==> config.mk <==
export PLATFORM = sky130hd
export DESIGN_NAME = biphasic_stim_pulse_sequencer_top
export DESIGN_NICKNAME = d
export VERILOG_FILES = /design/src/bsps_pkg.sv /design/src/biphasic_stim_pulse_sequencer_top.sv
export SDC_FILE = /design/constraint.sdc
export NUM_CORES = 1
export LEC_CHECK = 0
export BUFFER_PORTS_ARGS = -buffer_cell sky130_fd_sc_hd__buf_2
export CAP_MARGIN = 20
export CORE_UTILIZATION = 55
export DETAILED_ROUTE_END_ITERATION = 10
export GPL_TIMING_DRIVEN = 1
export HOLD_SLACK_MARGIN = 0.02
export PLACE_DENSITY = 0.8
export SLEW_MARGIN = 10
export SYNTH_ARGS = -nofsm -noshare
export SYNTH_HDL_FRONTEND = slang
export SYNTH_SLANG_ARGS = --single-unit
==> constraint.sdc <==
create_clock -name i_clk -period 4.26 [get_ports i_clk]
set_clock_uncertainty 0.1 [all_clocks]
set_input_delay 0.426 -clock i_clk [delete_from_list [all_inputs] [get_ports i_clk]]
set_output_delay 0.426 -clock i_clk [all_outputs]
set_load 0.05 [all_outputs]
==> src/bsps_pkg.sv <==
// Shared types and codes for the biphasic stimulation pulse sequencer.
package bsps_pkg;

    // Sequencer phase
    typedef enum logic [1:0] {
        PH_IDLE = 2'd0,
        PH_FWD  = 2'd1,
        PH_REV  = 2'd2,
        PH_GAP  = 2'd3
    } t_phase;

    // Stimulation mode register codes
    typedef enum logic [1:0] {
        MODE_OFF       = 2'd0,
        MODE_SINGLE    = 2'd1,
        MODE_SCAN_ONCE = 2'd2,
        MODE_SCAN_LOOP = 2'd3
    } t_mode;

    // Electrode switch codes
    localparam logic [1:0] POL_SHUNT = 2'd0;
    localparam logic [1:0] POL_FWD   = 2'd1;
    localparam logic [1:0] POL_REV   = 2'd2;

    // Configuration register indexes
    localparam logic [2:0] REG_PULSE_WIDTH   = 3'd0;
    localparam logic [2:0] REG_GAP_TICKS     = 3'd1;
    localparam logic [2:0] REG_AMPLITUDE     = 3'd2;
    localparam logic [2:0] REG_STIM_MODE     = 3'd3;
    localparam logic [2:0] REG_START_CHANNEL = 3'd4;
    localparam logic [2:0] REG_SUPPLY_ON     = 3'd5;

    // Channel codes at or above this skip one multiplexer input
    localparam logic [3:0] REMAP_FIRST_CHANNEL = 4'd13;

    // Result word layout, lowest bit up
    localparam int OUT_POL_LSB  = 0;
    localparam int OUT_CUR_LSB  = 2;
    localparam int OUT_CHAN_LSB = 8;
    localparam int OUT_SUP_BIT  = 12;
    localparam int OUT_HALT_BIT = 13;

endpackage

==> src/biphasic_stim_pulse_sequencer_top.sv <==
// Biphasic stimulation pulse sequencer: tick-driven phase counter and channel scan.
// Latency: a tick item accepted at one edge shows its result on m_axis the next cycle.
// Throughput: one tick item per cycle while m_axis_tready holds; the single output register frees as it is taken.
// The result is worked out in one pass from the tick and the phase/channel registers.
// Reset (i_rst_n low, synchronous): phase idle, counter and channels zero, not halted,
// registers at their defaults (pulse width 1, gap 1, amplitude 0, mode off, supply off).
module biphasic_stim_pulse_sequencer_top #(
    parameter int TICK_COUNT_BITS   = 16,
    parameter int LAST_SCAN_CHANNEL = 15
) (
    input  logic        i_clk,
    input  logic        i_rst_n,
    // tick stream in
    input  logic        s_axis_tvalid,
    output logic        s_axis_tready,
    input  logic [7:0]  s_axis_tdata,   // [0] stim_on, [7:1] zero
    input  logic        s_axis_tuser,   // [0] train_start
    // result stream out
    output logic        m_axis_tvalid,
    input  logic        m_axis_tready,
    output logic [15:0] m_axis_tdata,   // [1:0] polarity, [7:2] drive_current,
                                        // [11:8] channel_select, [12] supply_enable,
                                        // [13] halted, [15:14] zero
    // configuration writes
    input  logic        i_cfg_valid,
    output logic        o_cfg_ready,
    input  logic [2:0]  i_cfg_index,
    input  logic [15:0] i_cfg_data
);

    localparam int LEN_W = (TICK_COUNT_BITS > 16) ? TICK_COUNT_BITS : 16;
    localparam logic [TICK_COUNT_BITS-1:0] CNT_MAX = {TICK_COUNT_BITS{1'b1}};
    localparam logic [3:0] LAST_CH = 4'(LAST_SCAN_CHANNEL);

    // Configuration registers
    logic [15:0] r_pulse_width;
    logic [15:0] r_gap_ticks;
    logic [5:0]  r_amplitude;
    bsps_pkg::t_mode r_stim_mode;
    logic [3:0]  r_start_channel;
    logic        r_supply_on;

    // Sequencer state
    bsps_pkg::t_phase r_phase, n_phase;
    logic [TICK_COUNT_BITS-1:0] r_ticks, n_ticks;
    logic [3:0] r_next_ch, n_next_ch;
    logic [3:0] r_sel_ch, n_sel_ch;
    logic       r_done, n_done;

    // Output register
    logic        r_out_valid;
    logic [15:0] r_out_data;
    logic [15:0] n_out_data;

    logic s_xfer;
    logic stim, tstart, active;
    logic [TICK_COUNT_BITS-1:0] pw_len, gap_len, cur_len, tick_inc;
    logic pw_nz, gap_nz;
    bsps_pkg::t_phase run_phase;
    logic [TICK_COUNT_BITS-1:0] run_ticks;
    logic [1:0] o_pol;
    logic [5:0] o_cur;
    logic       o_sup;
    logic [3:0] remap_ch;

    // Clamp a 16-bit phase length to the tick counter range
    function automatic logic [TICK_COUNT_BITS-1:0] sat_len(input logic [15:0] len);
        logic [LEN_W-1:0] wide;
        wide = LEN_W'(len);
        if (wide > LEN_W'(CNT_MAX)) begin
            sat_len = CNT_MAX;
        end else begin
            sat_len = TICK_COUNT_BITS'(wide);
        end
    endfunction

    assign s_axis_tready = !r_out_valid || m_axis_tready;
    assign s_xfer        = s_axis_tvalid && s_axis_tready;
    assign o_cfg_ready   = 1'b1;
    assign m_axis_tvalid = r_out_valid;
    assign m_axis_tdata  = r_out_data;

    assign stim    = s_axis_tdata[0];
    assign tstart  = s_axis_tuser;
    assign active  = (r_stim_mode != bsps_pkg::MODE_OFF) && !r_done;
    assign pw_len  = sat_len(r_pulse_width);
    assign gap_len = sat_len(r_gap_ticks);
    assign pw_nz   = (r_pulse_width != 16'd0);
    assign gap_nz  = (r_gap_ticks != 16'd0);

    // Channel choice at a train start
    always_comb begin
        n_sel_ch  = r_sel_ch;
        n_next_ch = r_next_ch;
        n_done    = r_done;
        if (active && stim && tstart) begin
            unique case (r_stim_mode)
                bsps_pkg::MODE_SINGLE: begin
                    n_sel_ch = r_start_channel;
                end
                bsps_pkg::MODE_SCAN_ONCE: begin
                    if (r_next_ch >= LAST_CH) begin
                        n_done = 1'b1;
                    end else begin
                        n_sel_ch  = r_next_ch;
                        n_next_ch = r_next_ch + 4'd1;
                    end
                end
                bsps_pkg::MODE_SCAN_LOOP: begin
                    n_sel_ch  = (r_next_ch >= LAST_CH) ? 4'd0 : r_next_ch;
                    n_next_ch = n_sel_ch + 4'd1;
                end
                default: ;
            endcase
        end
    end

    // Phase the tick runs in, after a possible cycle start
    always_comb begin
        run_phase = r_phase;
        run_ticks = r_ticks;
        if (r_phase == bsps_pkg::PH_IDLE && stim) begin
            run_ticks = '0;
            if (pw_nz) begin
                run_phase = bsps_pkg::PH_FWD;
            end else if (gap_nz) begin
                run_phase = bsps_pkg::PH_GAP;
            end else begin
                run_phase = bsps_pkg::PH_IDLE;
            end
        end
        cur_len  = (run_phase == bsps_pkg::PH_GAP) ? gap_len : pw_len;
        tick_inc = run_ticks + TICK_COUNT_BITS'(1);
    end

    // Next state of the phase sequencer
    always_comb begin
        n_phase = r_phase;
        n_ticks = r_ticks;
        if (!active || n_done) begin
            n_phase = bsps_pkg::PH_IDLE;
            n_ticks = '0;
        end else begin
            n_phase = run_phase;
            n_ticks = run_ticks;
            if (run_phase != bsps_pkg::PH_IDLE) begin
                if (tick_inc >= cur_len) begin
                    n_ticks = '0;
                    unique case (run_phase)
                        bsps_pkg::PH_FWD: n_phase = pw_nz ? bsps_pkg::PH_REV
                                          : (gap_nz ? bsps_pkg::PH_GAP : bsps_pkg::PH_IDLE);
                        bsps_pkg::PH_REV: n_phase = gap_nz ? bsps_pkg::PH_GAP
                                                           : bsps_pkg::PH_IDLE;
                        default:          n_phase = bsps_pkg::PH_IDLE;
                    endcase
                end else begin
                    n_ticks = tick_inc;
                end
            end
        end
    end

    // Result fields for the tick
    always_comb begin
        o_pol = bsps_pkg::POL_SHUNT;
        o_cur = 6'd0;
        o_sup = 1'b0;
        if (active && !n_done) begin
            if (stim || r_phase != bsps_pkg::PH_IDLE) begin
                o_sup = r_supply_on;
            end
            if (run_phase == bsps_pkg::PH_FWD) begin
                o_pol = bsps_pkg::POL_FWD;
                o_cur = r_amplitude;
            end else if (run_phase == bsps_pkg::PH_REV) begin
                o_pol = bsps_pkg::POL_REV;
                o_cur = r_amplitude;
            end
        end
        remap_ch = (n_sel_ch >= bsps_pkg::REMAP_FIRST_CHANNEL) ? n_sel_ch + 4'd1 : n_sel_ch;
        n_out_data = '0;
        n_out_data[bsps_pkg::OUT_POL_LSB +: 2]  = o_pol;
        n_out_data[bsps_pkg::OUT_CUR_LSB +: 6]  = o_cur;
        n_out_data[bsps_pkg::OUT_CHAN_LSB +: 4] = remap_ch;
        n_out_data[bsps_pkg::OUT_SUP_BIT]       = o_sup;
        n_out_data[bsps_pkg::OUT_HALT_BIT]      = n_done;
    end

    // Configuration registers
    always_ff @(posedge i_clk) begin
        if (!i_rst_n) begin
            r_pulse_width   <= 16'd1;
            r_gap_ticks     <= 16'd1;
            r_amplitude     <= 6'd0;
            r_stim_mode     <= bsps_pkg::MODE_OFF;
            r_start_channel <= 4'd0;
            r_supply_on     <= 1'b0;
        end else if (i_cfg_valid) begin
            unique case (i_cfg_index)
                bsps_pkg::REG_PULSE_WIDTH:   r_pulse_width   <= i_cfg_data;
                bsps_pkg::REG_GAP_TICKS:     r_gap_ticks     <= i_cfg_data;
                bsps_pkg::REG_AMPLITUDE:     r_amplitude     <= i_cfg_data[5:0];
                bsps_pkg::REG_STIM_MODE:     r_stim_mode     <= bsps_pkg::t_mode'(i_cfg_data[1:0]);
                bsps_pkg::REG_START_CHANNEL: r_start_channel <= i_cfg_data[3:0];
                bsps_pkg::REG_SUPPLY_ON:     r_supply_on     <= i_cfg_data[0];
                default: ;
            endcase
        end
    end

    // Sequencer state, advanced once per tick transfer
    always_ff @(posedge i_clk) begin
        if (!i_rst_n) begin
            r_phase   <= bsps_pkg::PH_IDLE;
            r_ticks   <= '0;
            r_next_ch <= 4'd0;
            r_sel_ch  <= 4'd0;
            r_done    <= 1'b0;
        end else begin
            if (s_xfer) begin
                r_phase  <= n_phase;
                r_ticks  <= n_ticks;
                r_sel_ch <= n_sel_ch;
                r_done   <= n_done;
            end
            // a start channel write also moves the scan to that channel; it does not clear the halt
            if (i_cfg_valid && i_cfg_index == bsps_pkg::REG_START_CHANNEL) begin
                r_next_ch <= i_cfg_data[3:0];
            end else if (s_xfer) begin
                r_next_ch <= n_next_ch;
            end
        end
    end

    // Output register
    always_ff @(posedge i_clk) begin
        if (!i_rst_n) begin
            r_out_valid <= 1'b0;
        end else if (s_xfer) begin
            r_out_valid <= 1'b1;
        end else if (m_axis_tready) begin
            r_out_valid <= 1'b0;
        end
    end

    always_ff @(posedge i_clk) begin
        if (s_xfer) begin
            r_out_data <= n_out_data;
        end
    end

endmodule

# Yosys cells after proc, flatten, opt, wreduce, memory -nomap -nowiden
# Index checks and enable logic that the tools add are counted.
[word_totals]
wordCells = 106
out_inout_bits = 19
regBits = 87
in_bits = 33
[op_classes]
reduce_logical = 34
eq_ne = 12
n_mux = 34
n_lt_le_gt_ge = 5
bitwise = 1
n_addsub = 4
[ops]
columns = ["operator", "count"]
rows = [
  ["$mux W16", 7],
  ["$gt A16 B16 Y1 const B", 2],
  ["$mux W4", 8],
  ["$reduce_bool A16 Y1", 2],
  ["$add A16 B1 Y16 const B", 1],
  ["$ge A16 B16 Y1", 1],
  ["$mux W2", 8],
  ["$reduce_and A2 Y1", 7],
  ["$add A4 B1 Y4 const B", 3],
  ["$mux W6", 2],
  ["$pmux W4 S3", 1],
  ["$reduce_bool A2 Y1", 6],
  ["$eq A2 B2 Y1 const B", 4],
  ["$ge A4 B4 Y1 const B", 2],
  ["$pmux W4 S2", 1],
  ["$logic_and A1 B1 Y1", 7],
  ["$eq A3 B2 Y1 const B", 2],
  ["$eq A3 B3 Y1 const B", 2],
  ["$mux W1", 6],
  ["$eq A2 B1 Y1 const B", 2],
  ["$logic_not A1 Y1", 4],
  ["$pmux W2 S2", 1],
  ["$reduce_and A4 Y1", 1],
  ["$eq A3 B1 Y1 const B", 1],
  ["other kinds (7)", 9],
]

# Depth between registers and ports, before layout
# Gate-level depths: netlist of run 1.
[logic_depth]
ltp_word = 10
ltp_mapped = 18
depth_no_buf = 15

# Worst setup path before layout of run 1
# OpenSTA, ideal clock, no wires.
[synth_timing]
kind = "input to register"
from = "in s_axis_tdata[0]"
to = "reg r_ticks[12]"
required_time_ns = 4.101
path_stages = 17
path_slack_ns = 0.443
n_path_buf = 3
setup_ns = 0.059
t_arrival_ns = 3.658
cell_sequence = "buf_4 -> or3b_1 -> buf_6 -> and2_1 -> ha_1 -> nand4_1 -> or3_1 -> nor2_1 -> xnor2_1 -> nor2_1 -> ha_1 -> a21o_1 -> a2111oi_4 -> o21ai_2 -> buf_6 -> o31ai_1 -> a22o_1"
[synth_via]
elab_chain_len = 8
elab_cells_between_ends = 15
classes_between = "add/sub (1); order compare (1); eq/ne (1); mux (7); reduce/logical (5)"
[synth_rtl]
columns = ["item", "line", "source"]
rows = [
  ["start: declaration", "biphasic_stim_pulse_sequencer_top.sv:16", "input logic [7:0] s_axis_tdata,"],
  ["parallel branches: the longest is 7 deep, another holds $add A16 B1 Y16", "-", ""],
  ["$mux W16 (*)", "biphasic_stim_pulse_sequencer_top.sv:140", "if (!active || n_done) begin"],
  ["end signal: assignment", "biphasic_stim_pulse_sequencer_top.sv:222", "r_ticks <= n_ticks;"],
  ["end: declaration", "biphasic_stim_pulse_sequencer_top.sv:45", "logic [TICK_COUNT_BITS-1:0] r_ticks, n_ticks;"],
]
# Mark *: on every way between the ends.
# A chain may end at the register's enable or synchronous reset.

# Final worst setup path of run 1
[layout_timing]
from = "reg r_pulse_width[12]"
to = "reg r_phase[0]"
[layout_via]
elab_chain_len = 9
elab_cells_between_ends = 16
classes_between = "order compare (2); eq/ne (3); mux (9); reduce/logical (2)"
[layout_rtl]
columns = ["item", "line", "source"]
rows = [
  ["start: declaration", "biphasic_stim_pulse_sequencer_top.sv:36", "logic [15:0] r_pulse_width;"],
  ["start signal: assignment", "biphasic_stim_pulse_sequencer_top.sv:200", "bsps_pkg::REG_PULSE_WIDTH: r_pulse_width <= i_cfg_data;"],
  ["parallel branches: the longest is 7 deep, another holds $gt A16 B16 Y1", "-", ""],
  ["$mux W2 (*)", "biphasic_stim_pulse_sequencer_top.sv:146", "if (run_phase != bsps_pkg::PH_IDLE) begin"],
  ["$mux W2 (*)", "biphasic_stim_pulse_sequencer_top.sv:140", ""],
  ["end signal: assignment", "biphasic_stim_pulse_sequencer_top.sv:214", "r_phase <= bsps_pkg::PH_IDLE;"],
  ["end signal: assignment", "biphasic_stim_pulse_sequencer_top.sv:221", "r_phase <= n_phase;"],
  ["end: declaration", "biphasic_stim_pulse_sequencer_top.sv:44", "bsps_pkg::t_phase r_phase, n_phase;"],
]
# Marks and branches as above.

==> run metrics, run 1 <==
GP Congestion=0.8893; share of cells above drive strength 1=between 15 and 20%; Tmin final=4.006 ns; HP Class=in2reg; CP Max Fanout=12; Main synth FF type=dfxtp_1; post-DP HPWL=7.939 mm; first-pass GRT wire length=17.95 mm; worst vdd ir=0.2199 mV; commonest non-fill, non-tap cells in the layout=96 x nand2_1, 73 x dfxtp_1, 45 x nor2_1; commonest non-fill, non-tap cell in the layout=nand2_1; top cell type's share of synthesized area=30.40%; Setup Total Neg Slack=0 ns; First-pass DRT Iterations=5; antenna violations before repair=0; largest net degree at the start of global routing=33; worst-skew pair later-pin latency=between 0.3 and 0.4 ns; Crit Path Class=reg2reg; Seq/Total Area, Yosys=between 30 and 40%; final core area utilization=63.50%; Synth area leader=dfxtp_1; Tcrit/Tclk final=a little over nine tenths; number of diodes=0; outcome=finished, final reports clean; average wire per standard cell=15.77 um; DRC Markers=0; Worst Setup SP=r_pulse_width[12]; CTS resizes=0; Syn Inst Count=547; clock transition at the registers of the reported paths=0.09 ns; Worst R2R Setup Slack=0.25 ns; worst slack, placed=about 0.17 ns; CP Cell Sequence=nor4_1 > nand4_1 > nor3_4 > a21o_1 > buf_4 > mux2i_1 > ha_1 > a21o_1 > a2111oi_4 > o21ai_4 > buf_4 > mux2i_1 > and4_1; CTS buffer count=9; Slew Limit Headroom=34.19%; site row count=33; Mean Syn Cell Area=8.788 um2; drt total wl=10.95 mm; FF+latch count, synth=87; Core Region=0.008341 mm2; Worst Path Required=4.41 ns; vias in the first global route=3849; Leak=~2.0 nW; RSZ-0062 raised after global routing=false; final count of negative-setup-slack endpoints=0; Worst setup EP type=register; post-CTS setup buffer count=0; post-route ant nets=0; area delta synth->final=10.18%; Worst R2R Path Depth=13; die width=95.49 um; EDFF count, synth=14; total global-route track usage=25.35%; CTS tree=yes; R2R Path End=r_phase[0]; Fin. Hold Viols=0; end point of the critical path=r_phase[0]; Syn. warnings=0; Avg Vias per Cell=between 5 and 6; die area=0.009118 mm2; die height=about 95 um; final worst slack=0.2537 ns; max frequency=249.6 MHz; htree depth=3; I/O pins=52; critical path arrival=4.16 ns; DR vias=4139; R2R Path Start=r_pulse_width[12]; Synth cell types=76; Slew Limit Fails=0; Hold Path Stages=3; Longest Clk Path Bufs=2; area of the mapped netlist=0.004807 mm2; Post-synth ARST share=0%; Sink Count=87; slowest stage delay, CP=0.41 ns; Port Buffer Count=41; CP max-delay cell=nor4_1; Final Net Count=between 600 and 700; largest cells by area after synthesis=dfxtp_1 30%, edfxtp_1 8.7%, nand2_1 7.5%; slew at the pin closest to its max-slew limit=0.9813 ns; PwrDens=309.6 mW/mm2; Starting DRT DRC Count=roughly 220; Root Buffer=clkbuf_8; Worst setup SP type=register; Initial Util=57.64%; Hold-fix buffers, CTS=0; grt total ovfl=0; Max-Cap Viols=0
-- routing by layer --
metal,share of wire (%),global-route usage [%],vias up,wire length (um)
met1,46,33.71,1959,5026
met3,4.2,3.030,25,463
li1,-,-,2025,-
met2,47,40.89,130,5177
met5,0,0,-,0
met4,2.5,12.06,0,277
-- report_power, final --
group          internal (mW)  leakage [nW]  switching (mW)
clock network          0.290        0.0981           0.304
logic                 0.0553          1.21           0.125
registers              0.853         0.732          0.0126
-- how the worst min path moves through the flow --
stage	slack [ns]	start	end
finish	0.20	s_axis_tvalid	m_axis_tvalid
global route	0.21	s_axis_tvalid	m_axis_tvalid
CTS	0.19	s_axis_tvalid	m_axis_tvalid
detailed placement	0.36	r_gap_ticks[3]	r_gap_ticks[3]
global placement	0.36	r_pulse_width[9]	r_pulse_width[9]
floorplan	0.35	r_pulse_width[1]	r_pulse_width[1]
-- worst max-delay path, delay by kind of cell, from the launching register on --
family | cells | cell delay, ns
flip-flops | 1 | 0.33
adder cells (fa/ha/maj) | 1 | 0.29
AND/OR/NAND/NOR | 4 | 1.26
multiplexers | 2 | 0.37
buffers and inverters | 2 | 0.42
AO/OA/AOI/OAI | 4 | 1.13
-- stage by stage --
stage	instance area, um2	cells	power [mW]	hold WS (ns)
floorplan	4811	548	1.013	0.3483
global placement	5082	678	1.054	0.3578
detailed placement	5082	678	1.061	0.3638
CTS	5289	694	1.642	0.1921
global route	5296	694	1.697	0.2059
finish	5296	694	1.640	0.2029
-- synth_stat cells, drive strengths merged, types with 3 or more instances --
cell type,instances
nor3b,3
nor3,10
a22o,12
nand2b,5
or2,3
a22oi,3
o31ai,5
xor2,5
clkbuf,14
o211ai,5
nor2,47
and2,9
and4,3
a211oi,4
nand2,98
mux2i,30
a21o,7
a31oi,6
dfxtp,73
a31o,3
xnor2,10
inv,10
o21ai,14
nand3,12
ha,21
or3,6
buf,18
a21oi,43
nor4,11
edfxtp,14
nand4,9
-- state kept, by name (all words and copies together), names as in the netlist --
name             count
r_sel_ch             4
r_amplitude          6
m_axis_tdata        14
m_axis_tvalid        1
r_next_ch            4
r_ticks             16
r_phase              2
r_supply_on          1
r_stim_mode          2
r_gap_ticks         16
r_start_channel      4
r_pulse_width       16
r_done               1
-- area by class of cell --
| type | count | area (um2) |
|---|---|---|
| clock buffers | 10 | 137.6 |
| clock inverters | 6 | 68.82 |
| repair buffers | 57 | 325.3 |
| multi-input cells | 418 | 2710 |
| inverters | 11 | 41.29 |
| well taps | 105 | 131.4 |
| flip-flops and latches | 87 | 1882 |
| fillers | 718 | 3044 |
-- logic make-up (layout without fill, tap and decap cells) --
logic type / Yosys count / after routing / synth area share (%)
multiplexers: 32 / 32 / 6.715
XOR/XNOR: 15 / 15 / 2.733
AO/OA/AOI/OAI: 115 / 115 / 16.48
other: 2 / 3 / 0.1562
AND/OR/NAND/NOR: 232 / 232 / 24.60
buffers and inverters: 43 / 84 / 4.711
adder cells (fa/ha/maj): 21 / 21 / 5.466
flip-flops: 87 / 87 / 39.15
(Power assumes the default switching activity.)
==> inputs of run 2 (changes only) <==
Settings changed: CELL_PAD_IN_SITES_DETAIL_PLACEMENT from default to 2, CELL_PAD_IN_SITES_GLOBAL_PLACEMENT from default to 2, CORE_UTILIZATION 55 to 36, PLACE_DENSITY 0.8 to 0.84.
==> run metrics, run 2 (synthesis gave the netlist of run 1 again) <==
outcome=finished, final reports clean; GP Congestion=0.7415; First-pass DRT Iterations=6; Flop pwr share=45.5%; R2R Path Start=r_phase[1]; antenna violations before repair=0; Slew Limit Fails=0; Hold-fix buffers, CTS=0; slew at the pin closest to its max-slew limit=0.9661 ns; max frequency=roughly 250 MHz; Crit Path Class=reg2reg; die width=117.6 um; htree depth=3; Starting DRT DRC Count=about 140; first-pass GRT wire length=around 26 mm; Placed Cells incl. Taps=746; Initial Util=a little under two fifths; Root Buffer=clkbuf_16; Tcrit/Tclk final=between 90 and 100%; Worst setup EP type=register; Slew Limit Headroom=between 30 and 40%; R2R Path End=r_ticks[12]; Final Net Count=roughly 640; die area=0.01382 mm2; biggest regs=r_gap_ticks x16, r_pulse_width x16, r_ticks x16; Clock power frac=between 40% and 50%; largest net degree at the start of global routing=45; Tmin final=roughly 4.1 ns; CTS buffer count=9; post-route ant nets=0; Finished Layout Cells=764; PwrDens=~350 mW/mm2; Worst R2R Setup Slack=0.21 ns; commonest non-fill, non-tap cell in the layout=nand2_1; final count of negative-setup-slack endpoints=0; Hold Path Stages=3; Int Power=approximately 1.4 mW; Longest Clk Path Bufs=2; worst vdd ir=0.1930 mV; grt total ovfl=0; min-delay src=i_cfg_data[6]; Core Region=0.01282 mm2; Worst setup SP type=register; Port Buffer Count=41; site row count=41; vias in the first global route=~4800; DR vias=4354; post-DP HPWL=roughly 11 mm; area delta synth->final=14.84%; critical path arrival=4.25 ns; area of the multi-input gates=0.002719 mm2; Max-Cap Viols=0; DRC Markers=0; die height=117.6 um; clock transition at the registers of the reported paths=~0.070 ns; hold endpoint=r_gap_ticks[6]; Sink Count=87; CP Max Fanout=8; total global-route track usage=between 20% and 30%; Worst Path Required=4.46 ns; Sw Pwr=504.2 uW; Leak=2.104 nW; share of cells above drive strength 1=17.06%; CTS tree=yes; Worst R2R Path Depth=16; drt total wl=15.67 mm; FF/Latch Area=0.001882 mm2; number of diodes=0; commonest non-fill, non-tap cells in the layout=96 x nand2_1, 73 x dfxtp_1, 44 x nor2_1; Fin. Hold Viols=0; Logic pwr share=10.2%; HP Class=in2reg; I/O pins=52; switch share=26.39%; Avg Vias per Cell=5.699; fill count=1437; average wire per standard cell=roughly 20 um; hold_ws=0.2275 ns; worst-skew pair later-pin latency=roughly 0.36 ns
==> run 2: cell types whose count changed in the layout (fill, tap and decap cells not counted), sizes merged <==
cell / before / now
buf: 57 / 60
clkinvlp: 2 / 0
clkinv: 3 / 4
inv: 11 / 12
==> run 2: power by group through the flow <==
stage,sequential [mW],combinational [mW],clock [mW]
global placement,0.885,0.179,0
CTS,0.868,0.192,0.867
finish,0.869,0.196,0.846
detailed placement,0.886,0.188,0
global route,0.870,0.211,0.898
floorplan,0.906,0.106,0
==> run 2: worst max-delay path, cell delays in order, from the launching register on <==
cell	delay, ns
dfxtp_1	0.33
or3b_1	0.21
and2_1	0.21
ha_1	0.21
nand4_1	0.26
nor3_1	0.40
and3_1	0.27
xnor2_1	0.14
nor2_1	0.08
ha_1	0.20
a21o_1	0.15
a21o_1	0.20
a2111oi_4	0.40
o21ai_4	0.17
buf_4	0.19
o31ai_1	0.29
a22o_1	0.18
==> run 2: timing repair <==
item | 4_1_cts | 5_1_grt
gates resized for setup | 0 | 4
setup buffers | 0 | 2
setup endpoints to repair | 0 | 8
==> run 2: metrics by stage <==
step	instance area (um2)	setup WS (ns)	power, mW	setup TNS [ns]	utilization, %
finish	5520	0.2099	1.911	0	43.04
CTS	5489	0.1096	1.927	0	42.80
floorplan	4811	0.4432	1.013	0	-
global placement	5174	0.2005	1.064	0	40.34
detailed placement	5174	-0.01306	1.075	-0.01459	40.34
global route	5520	-0.009691	1.979	-0.01069	43.04
==> run 2: how the worst max path moves through the flow <==
| stage | startpoint | end |
|---|---|---|
| final | r_phase[1] | r_ticks[12] |
| after global routing | r_phase[0] | r_ticks[12] |
| after CTS | r_phase[1] | r_ticks[12] |
| after detailed placement | s_axis_tdata[0] | r_ticks[12] |
| after global placement | s_axis_tdata[0] | r_phase[0] |
| after floorplan | s_axis_tdata[0] | r_ticks[12] |
==> run 2: cell type report <==
cell class	count	share of cell area, %
inverter	11	0.7480
sequential	87	34.09
multi-input combinational	418	49.25
tap	172	3.898
clock buffer	10	4.533
clock inverter	6	1.179
timing repair buffer	60	6.301
==> run 2: per-layer routing <==
layer / vias to the layer above / track usage, % / part of all wire [%]
met1: 2236 / 28.19 / 45
met3: 18 / 3.101 / 2.5
met4: 0 / 8.494 / 1.7
li1: 2030 / - / -
met5: - / 0 / 0
met2: 70 / 41.86 / 51
